===== config.mk =====
export PLATFORM = sky130hd
export DESIGN_NAME = rrk_mul
export DESIGN_NICKNAME = d
export VERILOG_FILES = /design/src/rtl/core/rrk_pkg.sv /design/src/rtl/core/rrk_mul.sv
export SDC_FILE = /design/constraint.sdc
export NUM_CORES = 2
export LEC_CHECK = 0
export BUFFER_PORTS_ARGS = -buffer_cell sky130_fd_sc_hd__buf_2
export CORE_ASPECT_RATIO = 1.1
export CORE_MARGIN = 10
export CORE_UTILIZATION = 50
export DETAILED_ROUTE_END_ITERATION = 8
export PLACE_DENSITY_LB_ADDON = 0.1
export SETUP_SLACK_MARGIN = 0.15
export SLEW_MARGIN = 20
export SYNTH_ARGS = -nofsm -noshare
export SYNTH_HDL_FRONTEND = slang
export SYNTH_SLANG_ARGS = --single-unit
export TNS_END_PERCENT = 30

===== constraint.sdc =====
create_clock -name clk -period 9.15 [get_ports clk]
set_input_delay 0.915 -clock clk [delete_from_list [all_inputs] [get_ports clk]]
set_output_delay 0.915 -clock clk [all_outputs]
set_load 0.01 [all_outputs]

===== src/rtl/core/rrk_pkg.sv =====
`timescale 1ns / 1ps
// ----------------------------------------------------------------------------
// rrk_pkg : shared types and constants for the Rossler RK4 step unit
// Fixed-point limits, register map, sequencer phases, saturation helpers.
// ----------------------------------------------------------------------------
package rrk_pkg;

  localparam int FRAC_BITS_DEF = 24;
  localparam int DATA_W        = 32;
  localparam int STEP_W        = 25;
  localparam int CFG_IDX_W     = 3;
  localparam int PROD_W        = 64;
  // weighted sum of h*k products: |h*k| < 2^56, total weight 6
  localparam int ACC_W         = 61;
  localparam int DIV_BPC       = 8;

  // register map
  typedef enum logic [CFG_IDX_W-1:0] {
    REG_INIT_X    = 3'd0,
    REG_INIT_Y    = 3'd1,
    REG_INIT_Z    = 3'd2,
    REG_STEP_SIZE = 3'd3,
    REG_COEF_A    = 3'd4,
    REG_COEF_B    = 3'd5,
    REG_COEF_C    = 3'd6
  } cfg_reg_t;

  localparam logic signed [DATA_W-1:0] INIT_X_RST    = 32'sd3355443;
  localparam logic signed [DATA_W-1:0] INIT_Y_RST    = 32'sd5033165;
  localparam logic signed [DATA_W-1:0] INIT_Z_RST    = 32'sd6710886;
  localparam logic        [STEP_W-1:0] STEP_SIZE_RST = 25'd167772;
  localparam logic signed [DATA_W-1:0] COEF_A_RST    = 32'sd5033165;
  localparam logic signed [DATA_W-1:0] COEF_B_RST    = 32'sd8388608;
  localparam logic signed [DATA_W-1:0] COEF_C_RST    = 32'sd88919245;

  // sequencer phases
  typedef enum logic [3:0] {
    PH_IDLE,
    PH_K0,    // dx, issue a*y
    PH_KY,    // dy, issue x*z
    PH_KM,    // hold x*z, issue c*z
    PH_KZ,    // dz, issue h*dx
    PH_SX,    // x stage point / accumulate, issue h*dy
    PH_SY,    // y stage point / accumulate, issue h*dz
    PH_SZ,    // z stage point / accumulate
    PH_DLOAD, // start divide for one lane
    PH_DRUN,
    PH_DWB,   // write new point for one lane
    PH_DONE
  } phase_t;

  localparam logic [1:0] STAGE_K2   = 2'd1;
  localparam logic [1:0] STAGE_K3   = 2'd2;
  localparam logic [1:0] STAGE_LAST = 2'd3;
  localparam logic [1:0] LANE_X     = 2'd0;
  localparam logic [1:0] LANE_Y     = 2'd1;
  localparam logic [1:0] LANE_Z     = 2'd2;

  typedef struct packed {
    phase_t     phase;
    logic [1:0] stage;
    logic [1:0] lane;
  } ctrl_t;

  typedef struct packed {
    logic                     clip;
    logic signed [DATA_W-1:0] val;
  } sat_t;

  localparam logic signed [PROD_W-1:0] MAX32_L = 64'sd2147483647;
  localparam logic signed [PROD_W-1:0] MIN32_L = -64'sd2147483648;

  function automatic logic signed [PROD_W-1:0] sx64(input logic signed [DATA_W-1:0] v);
    return {{(PROD_W-DATA_W){v[DATA_W-1]}}, v};
  endfunction

  function automatic sat_t sat32(input logic signed [PROD_W-1:0] v);
    sat_t r;
    if (v > MAX32_L) begin
      r.clip = 1'b1;
      r.val  = MAX32_L[DATA_W-1:0];
    end else if (v < MIN32_L) begin
      r.clip = 1'b1;
      r.val  = MIN32_L[DATA_W-1:0];
    end else begin
      r.clip = 1'b0;
      r.val  = v[DATA_W-1:0];
    end
    return r;
  endfunction

endpackage


===== src/rtl/core/rrk_mul.sv =====
`timescale 1ns / 1ps
// ----------------------------------------------------------------------------
// rrk_mul : shared signed multiplier
// 32x32 signed product, registered, one issue per cycle.
// ----------------------------------------------------------------------------
module rrk_mul (
  input  logic                                clk,
  input  logic signed [rrk_pkg::DATA_W-1:0]   op_a,
  input  logic signed [rrk_pkg::DATA_W-1:0]   op_b,
  output logic signed [rrk_pkg::PROD_W-1:0]   prod
);
  import rrk_pkg::*;

  always_ff @(posedge clk) begin
    prod <= sx64(op_a) * sx64(op_b);
  end

endmodule


==> out/results.txt <==
critical path launch point type: primary input
Hold Fails Final Rpt: 0
min Tclk post-route: 8.77 ns
Final Util: 53.8%
endpoint class of the critical path: register
CTS Buf Count: 9
CP Class: in -> reg
Synth Cell Area: 0.0372 mm^2
post-DP HPWL: 88.4 mm
unrepaired setup endpoints after global routing: false
CORE AREA: 0.0735 mm^2
initial antenna violation count: 5
status: finished clean
biggest regs: prod (64)
Starting Density: 50.7%
Async S/R FF share, synth: 0%
area leader, netlist: fa_1
Max Root-Sink Buffers: 2
Syn Area/Cell: 9.59 um^2
max-slew violations: 0
first-pass GRT wire length: 166 mm
IO Count: 129
synth top area cells: fa_1 58%, inv_1 9.6%, and2_1 8.7%
Yosys Warn Count: 0
Synth Flop Type: dfxtp_1
fin crit share: 95.8%
Yosys top cell area share: 58.2%
Die Area: 0.0858 mm^2
share of post-route cells with drive strength above 1: 7.25%
Via-to-Cell Ratio: 5.23
vias in the first global route: 28700
Netlist cell types: 63
Syn Nets: 5215
EDFF count, synth: 0
number of I/O port buffers: 128
Total Routing Usage GR: 25.4%
Routed WL per cell: 21.0 um
TNS Setup: 0 ns
CTS Root Cell: clkbuf_16
Initial DRT Pass Iterations: 7
total grt overflow: 0
global placement routability congestion: 0.928
TritonCTS clock tree: built
largest reg by FF count: prod
largest net degree at the start of global routing: 33
final setup violation count: 0
Worst-Margin Slew: 0.797 ns
# rows: 104
slew margin rel.: 46.9%
post-synthesis sequential area ratio: 3.44%
via count: 25600
count leader, synth: fa_1
Hold Path Class: in -> reg
postcts setup bufs: 0
DRT antenna net count: 0
Hold-fix buffers, CTS: 0
clock-pin slew on the worst setup and hold paths: 0.07 ns
Detailed Route Iter0 Violations: 1449
max FFs per register: 64
max cap viols: 0
Final #Nets: 5273
DRT Wirelength: 103 mm
number of register bits inferred by synthesis: 64
CTS sink count: 64
CP Max Fanout: 16
Die X: 280 um
Area Growth Syn to Fin: 6.13%
CP arrival: 9.08 ns
Residual DRC: 0
Die Y: 306 um
fmax: 114 MHz
Clock H-tree levels: 3
most instantiated cells after synthesis: 1082 x fa_1, 952 x inv_1, 516 x and2_1, 511 x nand2_1, 195 x clkbuf_1
required time of the critical path: 9.46 ns
Cells after Synth: 3884
## cell type report
cell class                 count  area, um^2
fill                        6831       34000
multi-input combinational   2668       31600
inverter                     952        3570
timing repair buffer         247        1550
sequential                    64        1280
tap                          954        1190
clock buffer                  10         229
clock inverter                 6        60.1
antenna                        2        5.00
## routing by layer
metal	vias up	global-route usage (%)	share of wire, %
met1	13700	32.1	40
met5	-	0	0.026
met2	607	45.1	52
li1	11200	-	-
met3	111	2.75	4.3
met4	4	7.90	3.2
## worst max-delay path, stage by stage
cell and delay, ns:
buf_2 0.31, buf_4 0.30, nand2_1 0.10, fa_1 0.54, fa_1 0.43, fa_1 0.48, fa_1 0.56, inv_1 0.06
fa_1 0.51, inv_1 0.06, fa_1 0.53, inv_1 0.05, fa_1 0.49, fa_1 0.41, ha_1 0.39, nand4_1 0.34
nor2_1 0.11, nor3_2 0.39, o21ai_0 0.30, a21oi_1 0.30, buf_4 0.19, o211ai_1 0.11, buf_4 0.20, a2111oi_1 0.49
o21bai_1 0.14, a21oi_1 0.20, xnor2_1 0.14
## per-stage QoR
| stage | setup WS (ns) | hold slack [ns] | instances | area, um^2 |
|---|---|---|---|---|
| finish | 0.380 | 1.15 | 4903 | 39500 |
| global placement | -0.0465 | 1.31 | 4885 | 39200 |
| detailed placement | -0.147 | 1.31 | 4885 | 39200 |
| floorplan | 0.974 | 1.04 | 3884 | 37200 |
| CTS | 0.272 | 1.14 | 4901 | 39500 |
| global route | 0.194 | 1.18 | 4902 | 39500 |
## timing repair
action | CTS | global route
resized for setup | 0 | 1
setup endpoints to repair | 0 | 1
endpoints found under the hold margin | 0 | 0
## cell families after synthesis
family,synth area share (%)
adders and majority gates,64.3
AOI/OAI and AO/OA,3.46
xor gates and xnor gates,1.76
DFF,3.44
and+or+nand+nor,15.4
buffers and inverters,11.6
## worst paths after layout
| path | from | endpoint | slack, ns | cells after the start |
|---|---|---|---|---|
| setup / recovery | op_b[3] | prod[60] | 0.38 | 27 |
| hold / removal | op_a[0] | prod[0] | 1.15 | 3 |
## layout by cell type (no fill, tap or decap), types with 22 or more instances in the layout
cell	netlist	routed
xnor2_1	53	53
dfxtp_1	64	64
fa_1	1082	1082
buf_2	3	128
xor2_1	22	22
o21ai_0	28	28
buf_4	0	118
nor2_1	42	42
nand2_1	511	511
ha_1	184	184
and2_1	516	516
a21o_1	23	23
inv_1	952	952
a21oi_1	68	68
Power is not shown: default switching activity piles up to over one toggle a cycle in this logic, so the estimate is an artifact.
