--- config.mk ---
export PLATFORM = sky130hd
export DESIGN_NAME = rrk_div3
export DESIGN_NICKNAME = d
export VERILOG_FILES = /design/src/rtl/core/rrk_pkg.sv /design/src/rtl/core/rrk_div3.sv
export SDC_FILE = /design/constraint.sdc
export NUM_CORES = 1
export LEC_CHECK = 0
export BUFFER_PORTS_ARGS = -buffer_cell sky130_fd_sc_hd__buf_2
export CAP_MARGIN = 20
export CORE_MARGIN = 1
export CORE_UTILIZATION = 40
export CTS_BUF_LIST = sky130_fd_sc_hd__clkbuf_2 sky130_fd_sc_hd__clkbuf_4 sky130_fd_sc_hd__clkbuf_8
export DETAILED_ROUTE_END_ITERATION = 16
export HOLD_SLACK_MARGIN = 0.1
export PLACE_DENSITY = 0.66
export SETUP_SLACK_MARGIN = 0.3
export SLEW_MARGIN = 20
export SYNTH_ARGS = -nofsm -noshare
export SYNTH_HDL_FRONTEND = slang
export SYNTH_SLANG_ARGS = --single-unit
--- constraint.sdc ---
create_clock -name clk -period 10.8 [get_ports clk]
set_input_delay 2.16 -clock clk [delete_from_list [all_inputs] [get_ports clk]]
set_output_delay 2.16 -clock clk [all_outputs]
set_load 0.01 [all_outputs]
--- src/rtl/core/rrk_pkg.sv ---
`timescale 1ns / 1ps
// ----------------------------------------------------------------------------
// rrk_pkg : shared types and constants for the Rossler RK4 step unit
// Fixed-point limits, register map, sequencer phases, saturation helpers.
// ----------------------------------------------------------------------------
package rrk_pkg;

  localparam int FRAC_BITS_DEF = 24;
  localparam int DATA_W        = 32;
  localparam int STEP_W        = 25;
  localparam int CFG_IDX_W     = 3;
  localparam int PROD_W        = 64;
  // weighted sum of h*k products: |h*k| < 2^56, total weight 6
  localparam int ACC_W         = 61;
  localparam int DIV_BPC       = 8;

  // register map
  typedef enum logic [CFG_IDX_W-1:0] {
    REG_INIT_X    = 3'd0,
    REG_INIT_Y    = 3'd1,
    REG_INIT_Z    = 3'd2,
    REG_STEP_SIZE = 3'd3,
    REG_COEF_A    = 3'd4,
    REG_COEF_B    = 3'd5,
    REG_COEF_C    = 3'd6
  } cfg_reg_t;

  localparam logic signed [DATA_W-1:0] INIT_X_RST    = 32'sd3355443;
  localparam logic signed [DATA_W-1:0] INIT_Y_RST    = 32'sd5033165;
  localparam logic signed [DATA_W-1:0] INIT_Z_RST    = 32'sd6710886;
  localparam logic        [STEP_W-1:0] STEP_SIZE_RST = 25'd167772;
  localparam logic signed [DATA_W-1:0] COEF_A_RST    = 32'sd5033165;
  localparam logic signed [DATA_W-1:0] COEF_B_RST    = 32'sd8388608;
  localparam logic signed [DATA_W-1:0] COEF_C_RST    = 32'sd88919245;

  // sequencer phases
  typedef enum logic [3:0] {
    PH_IDLE,
    PH_K0,    // dx, issue a*y
    PH_KY,    // dy, issue x*z
    PH_KM,    // hold x*z, issue c*z
    PH_KZ,    // dz, issue h*dx
    PH_SX,    // x stage point / accumulate, issue h*dy
    PH_SY,    // y stage point / accumulate, issue h*dz
    PH_SZ,    // z stage point / accumulate
    PH_DLOAD, // start divide for one lane
    PH_DRUN,
    PH_DWB,   // write new point for one lane
    PH_DONE
  } phase_t;

  localparam logic [1:0] STAGE_K2   = 2'd1;
  localparam logic [1:0] STAGE_K3   = 2'd2;
  localparam logic [1:0] STAGE_LAST = 2'd3;
  localparam logic [1:0] LANE_X     = 2'd0;
  localparam logic [1:0] LANE_Y     = 2'd1;
  localparam logic [1:0] LANE_Z     = 2'd2;

  typedef struct packed {
    phase_t     phase;
    logic [1:0] stage;
    logic [1:0] lane;
  } ctrl_t;

  typedef struct packed {
    logic                     clip;
    logic signed [DATA_W-1:0] val;
  } sat_t;

  localparam logic signed [PROD_W-1:0] MAX32_L = 64'sd2147483647;
  localparam logic signed [PROD_W-1:0] MIN32_L = -64'sd2147483648;

  function automatic logic signed [PROD_W-1:0] sx64(input logic signed [DATA_W-1:0] v);
    return {{(PROD_W-DATA_W){v[DATA_W-1]}}, v};
  endfunction

  function automatic sat_t sat32(input logic signed [PROD_W-1:0] v);
    sat_t r;
    if (v > MAX32_L) begin
      r.clip = 1'b1;
      r.val  = MAX32_L[DATA_W-1:0];
    end else if (v < MIN32_L) begin
      r.clip = 1'b1;
      r.val  = MIN32_L[DATA_W-1:0];
    end else begin
      r.clip = 1'b0;
      r.val  = v[DATA_W-1:0];
    end
    return r;
  endfunction

endpackage

--- src/rtl/core/rrk_div3.sv ---
`timescale 1ns / 1ps
// ----------------------------------------------------------------------------
// rrk_div3 : digit-serial divide by three
// Unsigned restoring divide, DIV_BPC quotient bits per cycle.
// ----------------------------------------------------------------------------
module rrk_div3 #(
  parameter int W = 40
) (
  input  logic         clk,
  input  logic         rst,
  input  logic         start,
  input  logic [W-1:0] dividend,
  output logic [W-1:0] quot,
  output logic         busy
);
  import rrk_pkg::*;

  localparam int N_ITER = W / DIV_BPC;
  localparam int CNT_W  = $clog2(N_ITER + 1);

  logic [W-1:0]     num;
  logic [1:0]       rem;
  logic [CNT_W-1:0] cnt;
  logic [W-1:0]     num_next;
  logic [1:0]       rem_next;

  always_comb begin
    logic [2:0] r3;
    num_next = num;
    rem_next = rem;
    for (int j = 0; j < DIV_BPC; j++) begin
      r3       = {rem_next, num_next[W-1]};
      num_next = {num_next[W-2:0], (r3 >= 3'd3)};
      rem_next = (r3 >= 3'd3) ? 2'(r3 - 3'd3) : r3[1:0];
    end
  end

  always_ff @(posedge clk) begin
    if (rst) begin
      cnt <= '0;
    end else if (start) begin
      cnt <= CNT_W'(N_ITER);
    end else if (busy) begin
      cnt <= cnt - 1'b1;
    end
  end

  always_ff @(posedge clk) begin
    if (start) begin
      num <= dividend;
      rem <= '0;
    end else if (busy) begin
      num <= num_next;
      rem <= rem_next;
    end
  end

  assign busy = (cnt != '0);
  assign quot = num;

endmodule

==> results.toml <==
[run_status]
status = "complete, but fails checks"
violations = "design-rule violations"

[synthesis]
synth_seq_cells = 45
synth-edff-count = 40
synth_ff_type = "edfxtp_1"
syn_avg_cell_area_sq_um = 11.5
synthTopCellsByArea = "edfxtp_1 (44%), mux2_2 (14%), ha_1 (4.6%)"
synth-compound-area-share_pct = 14.2
yosysTopAreaCell = "edfxtp_1"
synth_most_common_cell = "edfxtp_1"
yosysTopAreaCellShare_pct = 44.4
synth_nets = 289
synth-adder-area-share_pct = 4.63
yosys.area_share.xor_xnor_pct = 0.324
synth_warnings = 0
synth_seq_area_share_pct = 48.1
netlist_area_sq_mm = 0.00271
synth_cell_type_count = 46
ys_top_cells_by_count = "edfxtp_1 (40), mux2_2 (34), a21oi_1 (19), inv_1 (14), nor2_1 (12)"
synth_top_family_by_area = "multiplexers"
synthArstFlopShare_pct = 0
muxShareOfSynthArea_pct = 16.5
synth-simple-area-share_pct = 12.8
synth_cells = 236

[pwr]
peakVddDrop_mv = 0.127
p_leak_nw = 1.35
p_total_w = 0.000850
powerDensity_mw_per_mm2 = 260

[final_layout]
nNetsFinal = 369
seqCellArea_sq_mm = 0.00130
layout-drive-gt1-share_pct = 43.2
nFillCells = 592
antenna_cells = 0
area_growth_pct = 21.0
multi_input_area_sq_mm = 0.00131

[place]
io_buffer_count = 83
place.gp.congestion = 0.859
place_hpwl_um = 4290

[cts]
root_buffer = "clkbuf_8"
hold_buffers = 0
clock_path_buffers = 2
worstSkewPairLatency_ps = 300
post_cts_resized = 0
cts_inserted_buffers = 5
cts.sinks = 45
htreeDepth = 2
post-cts-setup-buffer-count = 0
cts.clk_slew.worst_paths_ps = 90
cts_tree = "yes"

[detailed_routing]
drt-initial-drc-count = 100
firstDrtPassIters = 10
post_drt_wl_per_cell_um = 15.3
vias = 2145
viasPerCell = 5.44
drc = 2
final_antenna_net_count = 0
drt-total-wl_um = 6030

[worst_setup_path]
worstSetupStartpointType = "flop"
r2r_setup_slack_ps = 2080
slowest_stage = "edfxtp_1"
crit_top_cell = "ha_1"
arrival_ps = 8770
cp_max_fo = 9
worstPathRequired_ps = 10840
end_kind = "flop"
critPathKind = "reg2reg"
cpPeakStageDelay_ps = 530

[floorplanning]
die_w_um = 84.2
initial_core_util_pct = 42.1
io_pins = 84
core_sq_mm = 0.00642
rows = 29
die_y_um = 84.2
die-area_sq_mm = 0.00710

[timing]
fin_skew_ps = 8.66
finalCritPeriodShare_pct = 80.8
tightest_slew_ps = 920
fmax_mhz = 115
rsz0062_at_grt = "false"
period_needed_ps = 8720
fin_tns_setup_ps = 0
setup_violations = 0
drv_slew = 0
hold_violations = 0
slew_headroom_pct = 38.7

[grt]
grt_max_degree = 55
grt_antenna_before_repair = 0
grt_overflow = 0
grt_pass1_wl_um = 9650
grt_pass1_vias = 1989
grt_usage_pct = 17.3

[worst_hold_path]
hold_class = "reg2reg"

[run]
maxCapViolCount = 0
-- critical path, delay by kind of cell, from the launching register on --
| family | cells | cell delay, ps |
|---|---|---|
| simple gates | 10 | 2150 |
| flops | 1 | 530 |
| mux | 3 | 590 |
| fa+ha+maj | 8 | 2360 |
| compound gates | 15 | 2740 |
| buf+inv | 1 | 70 |
-- state kept, by name, indices dropped and copies added (netlist names) --
signal / count
cnt: 3
rem: 2
quot: 40
-- through the flow --
stage | cells | worst slack, ps | instance area, sq um | hold WS, ps | utilization [%]
after floorplan | 236 | 2890 | 2710 | 476 | -
after global placement | 386 | 2500 | 3180 | 488 | 49.6
after detailed placement | 386 | 2100 | 3180 | 493 | 49.6
after CTS | 394 | 2060 | 3270 | 505 | 51.0
after global routing | 394 | 1330 | 3270 | 555 | 51.0
final | 394 | 2080 | 3270 | 502 | 51.0
-- path summary, 6_finish.rpt --
path	from	cells past startpoint	endpoint
worst max-delay path	quot[39]	37	quot[0]
worst min-delay path	cnt[1]	2	cnt[1]
worst max register to register	quot[39]	37	quot[0]
worst min register to register	cnt[1]	2	cnt[1]
-- cell usage in the layout (no fill, tap or decap), drive strengths merged, types with 5 or more instances in the layout --
cell    synthesis  routed
mux2i           5       5
ha             10      10
nor2           12      12
mux2           34      34
nand2b          6       6
a21oi          19      19
a211oi          7       7
o21ai          11      11
buf             3      84
edfxtp         40      40
inv            14      14
nand2           8       8
nor3            7       7
or2             5       5
nor2b           6       6
dfxtp           5       5
clkbuf          8       8
-- area by class of cell --
cell class | instances | area share (%)
multi-input combinational | 166 | 40.0
clock buffer | 8 | 2.79
inverter | 14 | 1.60
tap | 77 | 2.94
timing repair buffer | 84 | 12.9
sequential | 45 | 39.7
-- metal layers --
metal	GRT usage (%)	vias up	part of all wire [%]
met4	5.64	0	1.2
met1	23.3	1024	47
met3	3.74	7	4.7
met5	0	-	0
met2	27.7	63	47
li1	-	1051	-
-- power breakdown --
part           total [W]  leakage [nW]  switching (W)  internal (W)
Sequential      0.000281         0.450      0.0000353      0.000246
Clock           0.000109        0.0498      0.0000558     0.0000536
Combinational   0.000459         0.853       0.000250      0.000209
-- logic make-up (layout without fill, tap and decap cells) --
kind of cell / count (synthesis) / after routing
and+or+nand+nor: 61 / 61
adders and majority gates: 10 / 10
AOI/OAI and AO/OA: 55 / 55
muxes: 39 / 39
xor gates and xnor gates: 1 / 1
buffers and inverters: 25 / 106
DFF: 45 / 45
No activity file was read; power rests on OpenSTA's default activity.
