### config.mk
export PLATFORM = sky130hd
export DESIGN_NAME = rrk_ctrl
export DESIGN_NICKNAME = d
export VERILOG_FILES = /design/src/rtl/core/rrk_pkg.sv /design/src/rtl/core/rrk_ctrl.sv
export SDC_FILE = /design/constraint.sdc
export NUM_CORES = 1
export LEC_CHECK = 0
export ABC_CLOCK_PERIOD_IN_PS = 2600
export BUFFER_PORTS_ARGS = -buffer_cell sky130_fd_sc_hd__buf_2
export CAP_MARGIN = 0
export CORE_AREA = 2 2 39 41
export CTS_CLUSTER_SIZE = 14
export DETAILED_ROUTE_END_ITERATION = 16
export DIE_AREA = 0 0 41 43
export GPL_ROUTABILITY_DRIVEN = 0
export MAX_ROUTING_LAYER = met4
export PLACE_DENSITY = 0.67
export SLEW_MARGIN = 20
export SYNTH_ARGS = -nofsm -noshare
export SYNTH_HDL_FRONTEND = slang
export SYNTH_SLANG_ARGS = --single-unit
### constraint.sdc
create_clock -name clk -period 2.6 [get_ports clk]
set_clock_uncertainty 0.1 [all_clocks]
set_input_delay 0.26 -clock clk [delete_from_list [all_inputs] [get_ports clk]]
set_output_delay 0.26 -clock clk [all_outputs]
set_load 0.05 [all_outputs]
### src/rtl/core/rrk_pkg.sv
`timescale 1ns / 1ps
// ----------------------------------------------------------------------------
// rrk_pkg : shared types and constants for the Rossler RK4 step unit
// Fixed-point limits, register map, sequencer phases, saturation helpers.
// ----------------------------------------------------------------------------
package rrk_pkg;

  localparam int FRAC_BITS_DEF = 24;
  localparam int DATA_W        = 32;
  localparam int STEP_W        = 25;
  localparam int CFG_IDX_W     = 3;
  localparam int PROD_W        = 64;
  // weighted sum of h*k products: |h*k| < 2^56, total weight 6
  localparam int ACC_W         = 61;
  localparam int DIV_BPC       = 8;

  // register map
  typedef enum logic [CFG_IDX_W-1:0] {
    REG_INIT_X    = 3'd0,
    REG_INIT_Y    = 3'd1,
    REG_INIT_Z    = 3'd2,
    REG_STEP_SIZE = 3'd3,
    REG_COEF_A    = 3'd4,
    REG_COEF_B    = 3'd5,
    REG_COEF_C    = 3'd6
  } cfg_reg_t;

  localparam logic signed [DATA_W-1:0] INIT_X_RST    = 32'sd3355443;
  localparam logic signed [DATA_W-1:0] INIT_Y_RST    = 32'sd5033165;
  localparam logic signed [DATA_W-1:0] INIT_Z_RST    = 32'sd6710886;
  localparam logic        [STEP_W-1:0] STEP_SIZE_RST = 25'd167772;
  localparam logic signed [DATA_W-1:0] COEF_A_RST    = 32'sd5033165;
  localparam logic signed [DATA_W-1:0] COEF_B_RST    = 32'sd8388608;
  localparam logic signed [DATA_W-1:0] COEF_C_RST    = 32'sd88919245;

  // sequencer phases
  typedef enum logic [3:0] {
    PH_IDLE,
    PH_K0,    // dx, issue a*y
    PH_KY,    // dy, issue x*z
    PH_KM,    // hold x*z, issue c*z
    PH_KZ,    // dz, issue h*dx
    PH_SX,    // x stage point / accumulate, issue h*dy
    PH_SY,    // y stage point / accumulate, issue h*dz
    PH_SZ,    // z stage point / accumulate
    PH_DLOAD, // start divide for one lane
    PH_DRUN,
    PH_DWB,   // write new point for one lane
    PH_DONE
  } phase_t;

  localparam logic [1:0] STAGE_K2   = 2'd1;
  localparam logic [1:0] STAGE_K3   = 2'd2;
  localparam logic [1:0] STAGE_LAST = 2'd3;
  localparam logic [1:0] LANE_X     = 2'd0;
  localparam logic [1:0] LANE_Y     = 2'd1;
  localparam logic [1:0] LANE_Z     = 2'd2;

  typedef struct packed {
    phase_t     phase;
    logic [1:0] stage;
    logic [1:0] lane;
  } ctrl_t;

  typedef struct packed {
    logic                     clip;
    logic signed [DATA_W-1:0] val;
  } sat_t;

  localparam logic signed [PROD_W-1:0] MAX32_L = 64'sd2147483647;
  localparam logic signed [PROD_W-1:0] MIN32_L = -64'sd2147483648;

  function automatic logic signed [PROD_W-1:0] sx64(input logic signed [DATA_W-1:0] v);
    return {{(PROD_W-DATA_W){v[DATA_W-1]}}, v};
  endfunction

  function automatic sat_t sat32(input logic signed [PROD_W-1:0] v);
    sat_t r;
    if (v > MAX32_L) begin
      r.clip = 1'b1;
      r.val  = MAX32_L[DATA_W-1:0];
    end else if (v < MIN32_L) begin
      r.clip = 1'b1;
      r.val  = MIN32_L[DATA_W-1:0];
    end else begin
      r.clip = 1'b0;
      r.val  = v[DATA_W-1:0];
    end
    return r;
  endfunction

endpackage

### src/rtl/core/rrk_ctrl.sv
`timescale 1ns / 1ps
// ----------------------------------------------------------------------------
// rrk_ctrl : step sequencer
// Walks four RK4 stages of seven phases, then three lane divides.
// ----------------------------------------------------------------------------
module rrk_ctrl (
  input  logic           clk,
  input  logic           rst,
  input  logic           in_fire,
  input  logic           out_ready,
  input  logic           div_busy,
  output rrk_pkg::ctrl_t ctrl
);
  import rrk_pkg::*;

  phase_t     phase, phase_next;
  logic [1:0] stage, stage_next;
  logic [1:0] lane, lane_next;

  always_ff @(posedge clk) begin
    if (rst) begin
      phase <= PH_IDLE;
      stage <= '0;
      lane  <= '0;
    end else begin
      phase <= phase_next;
      stage <= stage_next;
      lane  <= lane_next;
    end
  end

  always_comb begin
    phase_next = phase;
    stage_next = stage;
    lane_next  = lane;
    unique case (phase)
      PH_IDLE: begin
        if (in_fire) begin
          phase_next = PH_K0;
          stage_next = '0;
        end
      end
      PH_K0: phase_next = PH_KY;
      PH_KY: phase_next = PH_KM;
      PH_KM: phase_next = PH_KZ;
      PH_KZ: phase_next = PH_SX;
      PH_SX: phase_next = PH_SY;
      PH_SY: phase_next = PH_SZ;
      PH_SZ: begin
        if (stage == STAGE_LAST) begin
          phase_next = PH_DLOAD;
          lane_next  = LANE_X;
        end else begin
          phase_next = PH_K0;
          stage_next = stage + 1'b1;
        end
      end
      PH_DLOAD: phase_next = PH_DRUN;
      PH_DRUN: begin
        if (!div_busy) phase_next = PH_DWB;
      end
      PH_DWB: begin
        if (lane == LANE_Z) begin
          phase_next = PH_DONE;
        end else begin
          phase_next = PH_DLOAD;
          lane_next  = lane + 1'b1;
        end
      end
      PH_DONE: begin
        if (out_ready) phase_next = PH_IDLE;
      end
      default: phase_next = PH_IDLE;
    endcase
  end

  assign ctrl.phase = phase;
  assign ctrl.stage = stage;
  assign ctrl.lane  = lane;

endmodule

==> summary.md <==
The initial utilization of the core area, before any placement, comes to 38.8%. Detailed placement ended at an HPWL of 764 µm. After floorplanning, the core was sized to cover 1380 µm². The min-delay analysis places its worst path in the category input pin to flop.

The maximum clock rate is 640 MHz, and the number of global-route vias before repair is 422. The tools report the critical path startpoint as phase[2]. Global routing used 16.4% of the available tracks across all layers.

IR analysis of the VDD net gives a maximum drop of 0.000187 V. The kind of start point of the critical path was a flop. Main combinational cell family by area after synthesis: simple AND/OR/NAND/NOR gates. At the pin with the least slew margin, the transition time is 545 ps. The reg-to-reg endpoint is phase[0].

The layout overhead on the synthesized area came out at 11.9%. TritonCTS built the clock tree. Power spread over the standard cell area amounts to 476 nW/µm². The total setup buffers inserted after CTS is 0. The classification of the worst setup path was flop to flop.

The first global-routing pass estimated 1860 µm of wire. The run gives 537 µm² as the post-synth design cell area. CTS saw 8 sinks. From left edge to right edge, the die measures 41 µm. The worst pin sits at a relative slew slack of 63.2%. Summing all multi-input logic gate instances after layout gives 330 µm². In the final routed layout, each cell accounts on average for 12.5 µm. The multiplexer share of the synthesized area is 1.86%, and the shortest clock period the worst path allows after layout is 1560 ps. The run gives 1100 µm as the final wirelength.

Setup violations remaining at the end of the flow were counted as 0. The clock passes through at most 2 buffers. Setup repair after global routing left no endpoint under its margin. After the first detailed-routing iteration, the DRC count stood at 2. The tools report the count of placed standard cells including taps as 85. Buffers placed on the I/O ports in this run total 12. The tools report the cell at the root of the clock tree as clkbuf_4. The run gives 0 as the synthesis warning total.

The ratio of final minimum period to clock period was 60.1%; the number of hold violations in the final report was 0. Once the clock tree was built, the resizer swapped 0 gates to a different size. The tools report the total overflow reported by the global router as 0. The floorplan step set the die height to 43 µm. The final cell utilization of the core is 43.4%. The run gives 0 ps as the setup TNS. The synthesized net count was 69. Number of distinct library cells after synthesis: 35. The end of the critical path was phase[0].

The flow ran to the end, and the final reports show no timing, DRC or antenna violations. The run gives 62 as the gate count of the mapped netlist. The iteration count of the initial detailed-routing pass came out at 5. The run gives 143 as the number of fill cells. The die covers 1760 µm². Of all nets on the critical path, the largest fanout is 14.

Counting flops with a built-in enable in the synthesized netlist gives 0. The initial antenna violation count was 0. Clock tree synthesis inserted a total of 3 buffers. The tools report the number of hold buffers added after CTS as 0. The analysis attributes to cell leakage a power of 0.245 nW. The worst reg2reg path depth came out at 4.

Entering global routing, the biggest net connects 16 pins. The arithmetic-cell share of the synthesized area counting full adders, half adders and majority gates was 4.66%; the slack of the worst reg-to-reg path was 1040 ps. The share of flip-flops with an asynchronous set or reset is 0%, and the number of maximum-capacitance constraint violations is 0. The logs give 88 for the number of cells in the finished layout apart from fillers and 508 for the via count of the routed design. The worst setup path is captured at a flop.

Worst reg2reg path startpoint: phase[2]. Clock edge transition at the registers on the reported setup and hold paths: 50 ps. The run gives 14 as the number of placement rows. The XOR/XNOR share of the synthesized area is 1.63%. The logs give 0 for the DRC violations left and 286 µW for the power consumption. For the H-tree level count, the log shows 1. The fraction of the mapped netlist area in simple logic gates was 33.8%; the count of cells along the worst hold path was 4. Each instance of the synthesized netlist takes up on average 8.66 µm². The post-synthesis compound-gate area fraction is 19.6%, and the via density per instance is 5.77. In this run the remaining antenna-violating nets after routing total 0. Clock latency on the worst-skew pair, taken at its later pin, is 260 ps. The net count of the finished layout was 81. The final max-slew violation count was 0.

In the synthesized netlist the dominant register cell turns out to be dfxtp_1. The proportion of layout cells with a drive suffix above 1 is 26.4%. The signal arrival time at the worst endpoint was 1590 ps; the post-synthesis sequential element count was 8. Data on the critical path is required at its endpoint by 2630 ps.

Number of ports placed on the die boundary: 13. The tools report the register area as 160 µm². The sequential cell area fraction in the yosys report was 29.8%; the number of inserted diodes was 0.
[critical path: stages (launching register included)]
cell and delay, ps:
dfxtp_1 430, nor2_1 180, nor4b_1 480, a221o_1 190, a21oi_1 60
[metal layers]
layer / routed length, µm / track usage [%]
met1: 475 / 20.7
met2: 531 / 22.2
met3: 66 / 3.14
met4: 24 / 12.0
met5: 0 / -
[power breakdown]
| part | total (mW) | switching, mW | leakage, nW | internal (mW) |
|---|---|---|---|---|
| logic | 0.0497 | 0.0299 | 0.167 | 0.0198 |
| clock network | 0.0962 | 0.0434 | 0.0138 | 0.0529 |
| registers | 0.140 | 0.0135 | 0.0649 | 0.127 |
| total | 0.286 | 0.0867 | 0.245 | 0.199 |
[state kept, by name (all words and copies together), names as in the netlist]
| name | count |
|---|---|
| lane | 2 |
| phase | 4 |
| stage | 2 |
[cell usage after synthesis, types with 2 or more instances]
library cell | number | area share (%)
dfxtp_1 | 8 | 30
a21oi_1 | 4 | 3.7
nand2_1 | 4 | 2.8
nand3b_1 | 4 | 5.6
nand2b_1 | 3 | 3.5
nor2_1 | 3 | 2.1
a221o_1 | 2 | 3.7
buf_6 | 2 | 4.2
ha_1 | 2 | 4.7
inv_1 | 2 | 1.4
nand4_1 | 2 | 2.3
nor4b_1 | 2 | 3.3
o31ai_1 | 2 | 2.8
[logic make-up (layout without fill, tap and decap cells)]
logic type	after synthesis	in the layout
and+or+nand+nor	28	28
AOI/OAI and AO/OA	15	15
muxes	1	1
buffers and inverters	7	17
xor gates and xnor gates	1	1
adders and majority gates	2	2
DFF	8	8
[per-stage QoR]
step	hold WS (ps)	setup WS [ps]	area, µm²
2_1_floorplan	340	871	537
3_3_place_gp	380	1120	578
3_5_place_dp	387	1070	578
4_1_cts	193	1040	601
5_1_grt	206	869	601
6_report	197	1040	601
[worst min path at each step]
stage | from | slack (ps) | endpoint
after floorplan | out_ready | 340 | phase[1]
after global routing | out_ready | 210 | phase[1]
after detailed placement | lane[0] | 390 | lane[0]
final | out_ready | 200 | phase[1]
after CTS | out_ready | 190 | phase[1]
after global placement | lane[0] | 380 | lane[0]
[layout make-up]
type / count / share of cell area [%]
Tap cell: 16 / 3.33
Clock buffer: 3 / 3.75
Sequential cell: 8 / 26.7
Inverter: 2 / 1.25
Timing Repair Buffer: 12 / 10.0
Multi-Input combinational cell: 47 / 55.0
[placed cells by master (no fill, tap or decap), types with 2 or more instances in the layout]
master,netlist,final
ha_1,2,2
clkbuf_4,0,3
o31ai_1,2,2
a21oi_1,4,4
nor2_1,3,3
nand4_1,2,2
nand2b_1,3,3
nand2_1,4,4
a221o_1,2,2
nand3b_1,4,4
dfxtp_1,8,8
buf_2,1,12
inv_1,2,2
nor4b_1,2,2
Note: power is estimated with default switching activity, not from simulation.
